--- config.mk ---
export PLATFORM = sky130hd
export DESIGN_NAME = free_segment_allocator
export DESIGN_NICKNAME = d
export VERILOG_FILES = /design/src/hdl/fsa_pkg.sv /design/src/hdl/free_segment_allocator.sv
export SDC_FILE = /design/constraint.sdc
export NUM_CORES = 2
export LEC_CHECK = 0
export CORE_MARGIN = 5
export CORE_UTILIZATION = 50
export DETAILED_ROUTE_END_ITERATION = 10
export DONT_BUFFER_PORTS = 1
export SLEW_MARGIN = 30
export SYNTH_ARGS = -nofsm -noshare
export SYNTH_HDL_FRONTEND = slang
export SYNTH_SLANG_ARGS = --single-unit
--- constraint.sdc ---
create_clock -name clk -period 9 [get_ports clk]
set_clock_uncertainty 0.2 [all_clocks]
set_input_delay 0.45 -clock clk [delete_from_list [all_inputs] [get_ports clk]]
set_output_delay 0.45 -clock clk [all_outputs]
set_load 0.02 [all_outputs]
--- src/hdl/fsa_pkg.sv ---
package fsa_pkg;

  localparam int ADDR_W = 21;
  localparam int LEN_W = 22;
  localparam int CNT_OUT_W = 6;
  localparam int DEF_MAX_SEGMENTS = 32;

  localparam logic [ADDR_W-1:0] POOL_BASE_RST = 21'h154000;
  localparam logic [LEN_W-1:0] POOL_SIZE_RST = 22'h0AC000;
  localparam logic [LEN_W-1:0] LEN_MAX = 22'h3FFFFF;

  // Command codes
  localparam logic [1:0] CMD_ALLOC = 2'd0;
  localparam logic [1:0] CMD_FREE = 2'd1;
  localparam logic [1:0] CMD_INIT = 2'd2;

  // Status codes
  localparam logic [1:0] ST_OK = 2'd0;
  localparam logic [1:0] ST_NOFIT = 2'd1;
  localparam logic [1:0] ST_FULL = 2'd2;

  // Configuration register indexes
  localparam logic CFG_POOL_BASE = 1'b0;
  localparam logic CFG_POOL_SIZE = 1'b1;

  typedef struct packed {
    logic [1:0] cmd;
    logic [LEN_W-1:0] req_length;
    logic [ADDR_W-1:0] free_address;
  } req_t;

  typedef struct packed {
    logic [1:0] status;
    logic [ADDR_W-1:0] grant_address;
    logic [LEN_W-1:0] total_free;
    logic [LEN_W-1:0] largest_free;
    logic [CNT_OUT_W-1:0] segment_count;
  } rsp_t;

  // Saturating length add
  function automatic logic [LEN_W-1:0] sat_add(input logic [LEN_W-1:0] a,
                                               input logic [LEN_W-1:0] b);
    logic [LEN_W:0] s;
    s = {1'b0, a} + {1'b0, b};
    sat_add = s[LEN_W] ? LEN_MAX : s[LEN_W-1:0];
  endfunction

endpackage

--- src/hdl/free_segment_allocator.sv ---
// Init, unused commands, zero-length frees and early-refused allocations go from accept straight
// to the result. Others: accept, scan, shift to open or close a slot, merge check, shift after a
// merge, recount and result, one table entry per cycle through the segment memory port.
// One command is in work at a time; the next word is taken while a result waits.
// Reset empties the table, clears the totals and loads the pool registers; memory is kept.
module free_segment_allocator
  import fsa_pkg::*;
#(
  parameter int MAX_SEGMENTS = DEF_MAX_SEGMENTS
) (
  input  logic clk,
  input  logic rst,
  input  logic req_valid,
  output logic req_ready,
  input  req_t req,
  output logic rsp_valid,
  input  logic rsp_ready,
  output rsp_t rsp,
  input  logic cfg_valid,
  output logic cfg_ready,
  input  logic cfg_index,
  input  logic [LEN_W-1:0] cfg_data
);

  localparam int IDX_W = $clog2(MAX_SEGMENTS);
  localparam int CNT_W = $clog2(MAX_SEGMENTS + 1);
  localparam logic [CNT_W-1:0] CNT_MAX = CNT_W'(MAX_SEGMENTS);

  typedef enum logic [3:0] {
    S_IDLE, S_SCAN, S_DECIDE, S_SHIFT, S_PUT, S_MRD, S_MWAIT, S_SUM, S_FIN
  } state_t;

  state_t state;
  logic [ADDR_W-1:0] pool_base;
  logic [LEN_W-1:0] pool_size;
  logic [CNT_W-1:0] used;
  logic [LEN_W-1:0] free_sum, free_max;
  logic [1:0] cmd_q, status_q;
  logic [LEN_W-1:0] len_q;
  logic [ADDR_W-1:0] addr_q, grant_q;
  logic [CNT_W-1:0] iss;

  // scan results
  logic ex_f, end_f, ins_f;
  logic [IDX_W-1:0] ex_idx, big_idx, end_idx, ins_idx;
  logic [ADDR_W-1:0] ex_start, big_start, end_start;
  logic [LEN_W-1:0] big_len, end_len;

  // touched segment and shift engine
  logic [IDX_W-1:0] cur;
  logic [ADDR_W-1:0] cur_start;
  logic [LEN_W-1:0] cur_len;
  logic sh_up;
  logic [IDX_W-1:0] sh_rd;
  logic [CNT_W-1:0] sh_left;

  // segment memory
  logic [ADDR_W-1:0] mem_start [MAX_SEGMENTS];
  logic [LEN_W-1:0] mem_len [MAX_SEGMENTS];
  logic rd_en, rd_vld, wr_en;
  logic [IDX_W-1:0] rd_addr, rd_idx, wr_addr;
  logic [ADDR_W-1:0] rd_start, wr_start;
  logic [LEN_W-1:0] rd_len, wr_len;
  logic rd_last;

  // decision logic
  logic [IDX_W-1:0] pick_idx, pos;
  logic [ADDR_W-1:0] pick_start, alloc_start;
  logic [LEN_W-1:0] pick_len, alloc_left, ext_len, merge_len;
  logic [ADDR_W+1:0] cur_end;
  logic merge_hit;

  assign req_ready = (state == S_IDLE);
  assign cfg_ready = 1'b1;
  assign rd_last = rd_vld && ((CNT_W'(rd_idx) + CNT_W'(1)) == used);

  always_comb begin
    pick_idx = ex_f ? ex_idx : big_idx;
    pick_start = ex_f ? ex_start : big_start;
    pick_len = ex_f ? len_q : big_len;
    alloc_left = pick_len - len_q;
    alloc_start = pick_start + len_q[ADDR_W-1:0];
    ext_len = sat_add(end_len, len_q);
    pos = ins_f ? ins_idx : used[IDX_W-1:0];
    cur_end = {2'b00, cur_start} + {1'b0, cur_len};
    merge_len = sat_add(cur_len, rd_len);
    merge_hit = ({2'b00, rd_start} == cur_end);
  end

  // Select the read address
  always_comb begin
    rd_en = 1'b0;
    rd_addr = iss[IDX_W-1:0];
    case (state)
      S_SCAN, S_SUM: begin
        rd_en = (iss < used);
      end
      S_SHIFT: begin
        rd_en = (sh_left != '0);
        rd_addr = sh_rd;
      end
      S_MRD: begin
        rd_en = ((CNT_W'(cur) + CNT_W'(1)) < used);
        rd_addr = cur + IDX_W'(1);
      end
      default: rd_en = 1'b0;
    endcase
  end

  // Select the write port
  always_comb begin
    wr_en = 1'b0;
    wr_addr = cur;
    wr_start = cur_start;
    wr_len = cur_len;
    case (state)
      S_IDLE: begin
        if (req_valid && req.cmd == CMD_INIT && pool_size != '0) begin
          wr_en = 1'b1;
          wr_addr = '0;
          wr_start = pool_base;
          wr_len = pool_size;
        end
      end
      S_DECIDE: begin
        if (cmd_q == CMD_ALLOC && pick_len > len_q) begin
          wr_en = 1'b1;
          wr_addr = pick_idx;
          wr_start = alloc_start;
          wr_len = alloc_left;
        end else if (cmd_q == CMD_FREE && end_f) begin
          wr_en = 1'b1;
          wr_addr = end_idx;
          wr_start = end_start;
          wr_len = ext_len;
        end
      end
      S_SHIFT: begin
        wr_en = rd_vld;
        wr_addr = sh_up ? rd_idx + IDX_W'(1) : rd_idx - IDX_W'(1);
        wr_start = rd_start;
        wr_len = rd_len;
      end
      S_PUT: begin
        wr_en = 1'b1;
        wr_start = addr_q;
        wr_len = len_q;
      end
      S_MWAIT: begin
        wr_en = merge_hit;
        wr_len = merge_len;
      end
      default: wr_en = 1'b0;
    endcase
  end

  // Segment memory, registered read
  always_ff @(posedge clk) begin
    if (wr_en) begin
      mem_start[wr_addr] <= wr_start;
      mem_len[wr_addr] <= wr_len;
    end
    if (rd_en) begin
      rd_start <= mem_start[rd_addr];
      rd_len <= mem_len[rd_addr];
    end
    rd_idx <= rd_addr;
    if (rst) begin
      rd_vld <= 1'b0;
    end else begin
      rd_vld <= rd_en;
    end
  end

  // Sequencer
  always_ff @(posedge clk) begin
    if (rst) begin
      state <= S_IDLE;
      pool_base <= POOL_BASE_RST;
      pool_size <= POOL_SIZE_RST;
      used <= '0;
      free_sum <= '0;
      free_max <= '0;
      rsp_valid <= 1'b0;
      iss <= '0;
      ex_f <= 1'b0;
      end_f <= 1'b0;
      ins_f <= 1'b0;
      sh_up <= 1'b0;
      sh_left <= '0;
    end else begin
      if (cfg_valid) begin
        if (cfg_index == CFG_POOL_BASE) begin
          pool_base <= cfg_data[ADDR_W-1:0];
        end else begin
          pool_size <= cfg_data;
        end
      end
      if (rsp_valid && rsp_ready && state != S_FIN) begin
        rsp_valid <= 1'b0;
      end
      if (rd_en) begin
        iss <= iss + CNT_W'(1);
      end

      case (state)
        S_IDLE: begin
          if (req_valid) begin
            cmd_q <= req.cmd;
            len_q <= req.req_length;
            addr_q <= req.free_address;
            status_q <= ST_OK;
            grant_q <= '0;
            iss <= '0;
            ex_f <= 1'b0;
            end_f <= 1'b0;
            ins_f <= 1'b0;
            state <= S_FIN;
            case (req.cmd)
              CMD_ALLOC: begin
                if (used == '0 || req.req_length > free_max) begin
                  status_q <= ST_NOFIT;
                end else begin
                  state <= S_SCAN;
                end
              end
              CMD_FREE: begin
                if (req.req_length != '0) begin
                  state <= (used == '0) ? S_DECIDE : S_SCAN;
                end
              end
              CMD_INIT: begin
                used <= (pool_size != '0) ? CNT_W'(1) : '0;
                free_sum <= pool_size;
                free_max <= pool_size;
              end
              default: state <= S_FIN;
            endcase
          end
        end

        S_SCAN: begin
          if (rd_vld) begin
            if (!ex_f && rd_len == len_q) begin
              ex_f <= 1'b1;
              ex_idx <= rd_idx;
              ex_start <= rd_start;
            end
            if (rd_idx == '0 || rd_len > big_len) begin
              big_idx <= rd_idx;
              big_start <= rd_start;
              big_len <= rd_len;
            end
            if (!end_f && ({2'b00, rd_start} + {1'b0, rd_len}) == {2'b00, addr_q}) begin
              end_f <= 1'b1;
              end_idx <= rd_idx;
              end_start <= rd_start;
              end_len <= rd_len;
            end
            if (!ins_f && rd_start > addr_q) begin
              ins_f <= 1'b1;
              ins_idx <= rd_idx;
            end
            if (rd_last) begin
              state <= S_DECIDE;
            end
          end
        end

        S_DECIDE: begin
          iss <= '0;
          free_sum <= '0;
          free_max <= '0;
          if (cmd_q == CMD_ALLOC) begin
            if (pick_len < len_q) begin
              status_q <= ST_NOFIT;
              free_sum <= free_sum;
              free_max <= free_max;
              state <= S_FIN;
            end else begin
              grant_q <= pick_start;
              if (pick_len == len_q) begin
                sh_up <= 1'b0;
                sh_rd <= pick_idx + IDX_W'(1);
                sh_left <= used - CNT_W'(pick_idx) - CNT_W'(1);
                state <= S_SHIFT;
              end else begin
                state <= S_SUM;
              end
            end
          end else if (end_f) begin
            cur <= end_idx;
            cur_start <= end_start;
            cur_len <= ext_len;
            state <= S_MRD;
          end else if (used >= CNT_MAX) begin
            status_q <= ST_FULL;
            free_sum <= free_sum;
            free_max <= free_max;
            state <= S_FIN;
          end else begin
            cur <= pos;
            cur_start <= addr_q;
            cur_len <= len_q;
            sh_up <= 1'b1;
            sh_rd <= IDX_W'(used - CNT_W'(1));
            sh_left <= used - CNT_W'(pos);
            state <= S_SHIFT;
          end
        end

        // Move entries one place, read then write back
        S_SHIFT: begin
          if (sh_left != '0) begin
            sh_rd <= sh_up ? sh_rd - IDX_W'(1) : sh_rd + IDX_W'(1);
            sh_left <= sh_left - CNT_W'(1);
          end else if (!rd_vld) begin
            if (sh_up) begin
              state <= S_PUT;
            end else begin
              used <= used - CNT_W'(1);
              iss <= '0;
              free_sum <= '0;
              free_max <= '0;
              state <= S_SUM;
            end
          end
        end

        S_PUT: begin
          used <= used + CNT_W'(1);
          state <= S_MRD;
        end

        S_MRD: begin
          if (rd_en) begin
            state <= S_MWAIT;
          end else begin
            iss <= '0;
            free_sum <= '0;
            free_max <= '0;
            state <= S_SUM;
          end
        end

        // Merge with the following segment when adjacent
        S_MWAIT: begin
          if (merge_hit) begin
            sh_up <= 1'b0;
            sh_rd <= cur + IDX_W'(2);
            sh_left <= used - CNT_W'(cur) - CNT_W'(2);
            state <= S_SHIFT;
          end else begin
            iss <= '0;
            free_sum <= '0;
            free_max <= '0;
            state <= S_SUM;
          end
        end

        // Recount totals
        S_SUM: begin
          if (used == '0) begin
            state <= S_FIN;
          end else if (rd_vld) begin
            free_sum <= sat_add(free_sum, rd_len);
            if (rd_len > free_max) begin
              free_max <= rd_len;
            end
            if (rd_last) begin
              state <= S_FIN;
            end
          end
        end

        S_FIN: begin
          if (!rsp_valid || rsp_ready) begin
            rsp.status <= status_q;
            rsp.grant_address <= grant_q;
            rsp.total_free <= free_sum;
            rsp.largest_free <= free_max;
            rsp.segment_count <= CNT_OUT_W'(used);
            rsp_valid <= 1'b1;
            state <= S_IDLE;
          end
        end

        default: state <= S_IDLE;
      endcase
    end
  end

  a_used_bound: assert property (@(posedge clk) disable iff (rst) used <= CNT_MAX)
    else $error("segment count above table depth");
  a_sum_ge_max: assert property (@(posedge clk) disable iff (rst)
    state == S_IDLE |-> free_sum >= free_max)
    else $error("total free below largest free");
  a_empty_sum: assert property (@(posedge clk) disable iff (rst)
    (state == S_IDLE && used == '0) |-> free_sum == '0)
    else $error("empty table with nonzero total");
  a_full_status: assert property (@(posedge clk) disable iff (rst)
    (state == S_FIN && status_q == ST_FULL) |-> used == CNT_MAX)
    else $error("table full reported while entries remain");

endmodule
# --- Yosys cells after proc, flatten, opt, wreduce, memory -nomap -nowiden ---
# Memory sizes are Yosys's and may differ from the RTL's. A register that Yosys moved wholly into a read port is not among the register bits.
# Index checks and enable logic that the tools add are counted.
word_totals:
  memories: 2
  inputBits: 73
  mem_bits_rw: 1376
  regBits: 441
classes:
  reduce_logical: 53
  n_mux: 138
  bitwise: 3
  n_eq_ne: 47
  order_cmp: 9
  addsub: 25
memory_table:
  columns: ["memory", "words", "word_bits", "read_ports", "rd_clocked_by_memory_dff", "write_ports", "line_no", "rtl"]
  rows:
  - ["mem_len", 32, 22, 1, 1, 1, "free_segment_allocator.sv:59", "logic [LEN_W-1:0] mem_len [MAX_SEGMENTS];"]
  - ["mem_start", 32, 21, 1, 1, 1, "free_segment_allocator.sv:58", "logic [ADDR_W-1:0] mem_start [MAX_SEGMENTS];"]
ops:
  columns: ["op", "count"]
  rows:
  - ["$mux W22", 25]
  - ["$pmux W22 S6", 2]
  - ["$mux W21", 9]
  - ["$mux W6", 19]
  - ["$pmux W22 S5", 1]
  - ["$gt A22 B22 Y1", 4]
  - ["$pmux W21 S4", 1]
  - ["$mux W5", 16]
  - ["$add A22 B22 Y23", 3]
  - ["$mux W4", 15]
  - ["$add A21 B22 Y23", 2]
  - ["$eq A22 B22 Y1", 2]
  - ["$reduce_bool A22 Y1", 2]
  - ["$pmux W21 S2", 1]
  - ["$ne A2 B2 Y1 const B", 20]
  - ["$pmux W4 S9", 1]
  - ["$pmux W6 S3", 2]
  - ["$reduce_and A4 Y1", 8]
  - ["$pmux W5 S3", 2]
  - ["$pmux W6 S5", 1]
  - ["$mux W1", 25]
  - ["$ne A3 B3 Y1 const B", 8]
  - ["$eq A21 B23 Y1", 1]
  - ["$eq A23 B21 Y1", 1]
  - ["other kinds (51)", 104]

# --- Longest topological paths before layout ---
logic_depth:
  ltp_word: 8
  ltp_mapped: 19

# --- Worst setup path after synthesis ---
# OpenSTA, ideal clock, no wires.
synth_timing:
  path_type: "flip-flop to flip-flop"
  start: "register ex_f"
  end: "memory mem_len[22][0] (enable)"
  synth_period_minus_slack_ps: 8062
  path_stages_with_launch: 20
  required_time_ps: 8303
  n_path_buf: 6
  path_slack_ps: 938
  arrival_time_ps: 7366
  path_cell_list: "dfxtp_1 -> clkbuf_1 -> buf_1 -> clkbuf_1 -> clkbuf_1 -> nand2_1 -> o21ai_0 -> ha_1 -> nand4_1 -> or3_1 -> o41a_1 -> and2_1 -> a31oi_1 -> buf_2 -> nor2_1 -> a2111oi_0 -> a21o_1 -> o21ai_1 -> clkbuf_1 -> nor3_1"
synth_between:
  elab_chain_len: 7
synth_rtl:
  columns: ["item", "line_no", "rtl"]
  rows:
  - ["from (decl)", "free_segment_allocator.sv:44", "logic ex_f, end_f, ins_f;"]
  - ["from (signal assigned)", "free_segment_allocator.sv:186", "ex_f <= 1'b0;"]
  - ["from (signal assigned)", "free_segment_allocator.sv:215", "ex_f <= 1'b0;"]
  - ["from (signal assigned)", "free_segment_allocator.sv:245", "ex_f <= 1'b1;"]
  - ["$mux W22", "free_segment_allocator.sv:80", "pick_len = ex_f ? len_q : big_len;"]
  - ["$gt A22 B22 Y1", "free_segment_allocator.sv:126", "if (cmd_q == CMD_ALLOC && pick_len > len_q) begin"]
  - ["$logic_and A1 B1 Y1", "free_segment_allocator.sv:126", null]
  - ["$mux W1", "free_segment_allocator.sv:126", null]
  - ["$pmux W1 S5", "free_segment_allocator.sv:116", "case (state)"]
  - ["$mux W1", "free_segment_allocator.sv:159", "if (wr_en) begin"]
  - ["$mux W1 (not written as such)", "free_segment_allocator.sv:161", "mem_len[wr_addr] <= wr_len;"]
  - ["to (decl)", "free_segment_allocator.sv:59", null]
# Several ways; a longest one is shown, not always the timed one.

# --- Worst setup path after layout ---
layout_timing:
  start: "register ex_f"
  end: "memory mem_len[1][8] (enable)"
# The elaborated chain is that of the path after synthesis.

==> flow_summary.ini <==
[final_layout]
syn2layout_area_growth_pct = 12.5
drive_gt1_frac = 0.0859
final_area_mm2 = 0.0980
final_nets = 8005
final_common_cell = edfxtp_1
final_cell_mix = edfxtp_1, nand2_1, nand3_1, a21oi_1, ha_1
fillers = 14400
final_util = 0.565

[die]
core_mm2 = 0.174
dieHeight_um = 427
die_w_um = 427
fp.dieArea_mm2 = 0.183
io_pins = 149
start_util = 0.502
rows = 153

[sta]
setup_ws_ns = 1.92
slew_viol_final = 0
setup_viol = 0
slew_headroom = 0.303
hold_viol_final = 0
worstMarginPinSlew_ns = 1.05
min_period_ns = 7.08
final.period_utilization = 0.786
rsz0062_at_grt = false
fmax_mhz = 141
fin_setup_tns_ns = 0

[logic_synthesis]
synth_top_area_share = 0.600
ys_seq_area_frac = 0.627
async_flop_share = 0
synth_area_leaders = edfxtp_1, nand2_1, nand3_1, ha_1, dfxtp_1
ys_types = 94
synth_seq_cells = 1860
ys.flop_type = edfxtp_1
syn_avg_cell_area_um2 = 11.4
synth-edff-count = 1740
ys_warn_count = 0
synthesis.area_mm2 = 0.0871
postSynthNetCount = 7985
yosysTopAreaCell = edfxtp_1
synthCells = 7617

[flow_run]
drv_cap = 0

[placement]
dpl-instance-area_mm2 = 0.0907
portBuffers = 0
preCtsSetupSlack_ns = 2.16
dp_hpwl_um = 195000
gp_congestion = 1.02

[setup_path]
reg2regPathDepth = 15
critPathArrivalTime_ns = 7.35
critPathKind = reg -> reg
endpoint_kind = flip-flop
slowest_delay_ns = 0.86
crit_chain = buf_4 -> mux2i_1 -> ha_1 -> fa_1 -> nand2b_1 -> a21oi_1 -> a21oi_1 -> o211ai_1 -> a31oi_4 -> o221ai_1 -> o21ai_0 -> a222oi_1 -> nand2_1 -> nor3_2 -> buf_4
crit_required_ns = 9.27
startpoint_type = flip-flop
path_max_fanout = 43
slowest_stage = a222oi_1

[clocking]
clock-sinks = 1860
clkSlewWorstSetupHoldPaths_ns = 0.07
ctsHoldBuffers = 84
cts_tree = built
cts-resized-gates = 0
htree_num_levels = 4
clk_path_buf_depth = 3
worstSkewPairLatency_ns = 0.87
post_cts_buffers = 0
cts-root-buf = clkbuf_16
cts_buffers = 196

[global_route]
grt-ovfl-total = 0
grt_max_degree = 183
track_usage = 0.325
antenna_found_initial = 13
grt_pass1_vias = 60700
grt_pass1_wl_um = 431000

[hold_path]
holdPathStages = 3
min_path_type = in -> reg

[detailed_routing]
vias = 64100
vias_per_cell = 6.32
firstDrtPassIters = 9
drc_errors = 0
route.final.wire_length_um = 302000
wl_per_cell_um = 29.8
antenna_left = 0
initialDrtViolationCount = 7282

[pwr]
vdd_drop_max_mv = 0.208
powerDensity_mw_per_mm2 = 255
total_power_mw = 25.0
p_leak_nw = 35.2

[run_status]
status = finished, final reports clean
==> cell type report <==
type,count,area (um^2),share of cell area
timing repair buffer,281,2770,0.0283
sequential,1860,54700,0.558
tap,2325,2910,0.0297
inverter,169,652,0.00665
clock inverter,111,1160,0.0119
clock buffer,252,5160,0.0527
multi-input combinational,5129,30700,0.313
antenna,9,22.5,0.000230
==> logic make-up after synthesis <==
family	Yosys count	share of synthesized area
fa+ha+maj	295	0.0434
simple gates	3149	0.160
xor+xnor	203	0.0204
buf+inv	628	0.0275
mux	103	0.0127
other cells	1	0.0000430
compound gates	1378	0.109
flops	1860	0.627
==> power by group <==
group / internal, mW / switching (mW)
combinational: 1.45 / 3.97
sequential: 11.3 / 0.352
clock: 4.49 / 3.48
==> cells in the mapped netlist, types with 32 or more instances <==
cell type,count
xor2_1,88
o21a_1,51
inv_1,167
a21oi_1,326
clkbuf_1,409
edfxtp_1,1740
ha_1,283
a31oi_1,74
buf_1,32
mux2_2,57
a221oi_1,45
xnor2_1,115
nand4_1,50
a311oi_1,222
and3_1,119
mux2i_1,44
dfxtp_1,120
nor2_1,220
a21o_1,147
o21ai_0,209
o211ai_1,42
nand2b_1,32
nand2_1,1708
nand3_1,757
a211oi_1,46
nor3_1,95
==> worst max-delay path, delay by kind of cell (launching register included) <==
kind | cells | cell delay (ns)
compound gates | 7 | 2.73
fa+ha+maj | 2 | 0.68
buf+inv | 2 | 1.09
flops | 1 | 0.84
mux | 1 | 0.11
simple gates | 3 | 0.96
==> final timing paths <==
check | slack [ns] | startpoint | to
min reg2reg | 0.22 | grant_q[20]$_SDFFCE_PN0P_ | rsp[70]$_DFFE_PP_
max reg2reg | 1.92 | ex_f$_SDFFE_PP0P_ | mem_len[1][8]$_DFFE_PP_
max | 1.92 | ex_f$_SDFFE_PP0P_ | mem_len[1][8]$_DFFE_PP_
min | 0.01 | cfg_valid | pool_size[11]$_SDFFE_PP0P_
==> per-stage QoR <==
stage	cells	hold WS, ns
final	10100	0.0109
after global routing	10100	0.0227
after CTS	10100	0.00133
after detailed placement	9674	0.205
after global placement	9664	0.200
after floorplan	7617	0.200
==> flip-flops by register name, summed over array words and instances, names as in the netlist, 22 cells and up <==
register and flops:
len_q 22, mem_start 672, cur_len 22, free_sum 22, pool_size 22, end_len 22
big_len 22, free_max 22, rsp 73, mem_len 704, rd_len 22
==> metal layers <==
metal	GRT usage	share of wire	wire, um
met2	0.511	0.46	138000
met5	0	0	0
met1	0.436	0.40	119000
met4	0.173	0.063	19100
met3	0.0535	0.085	25800
Power figures use the tool's default switching activity.
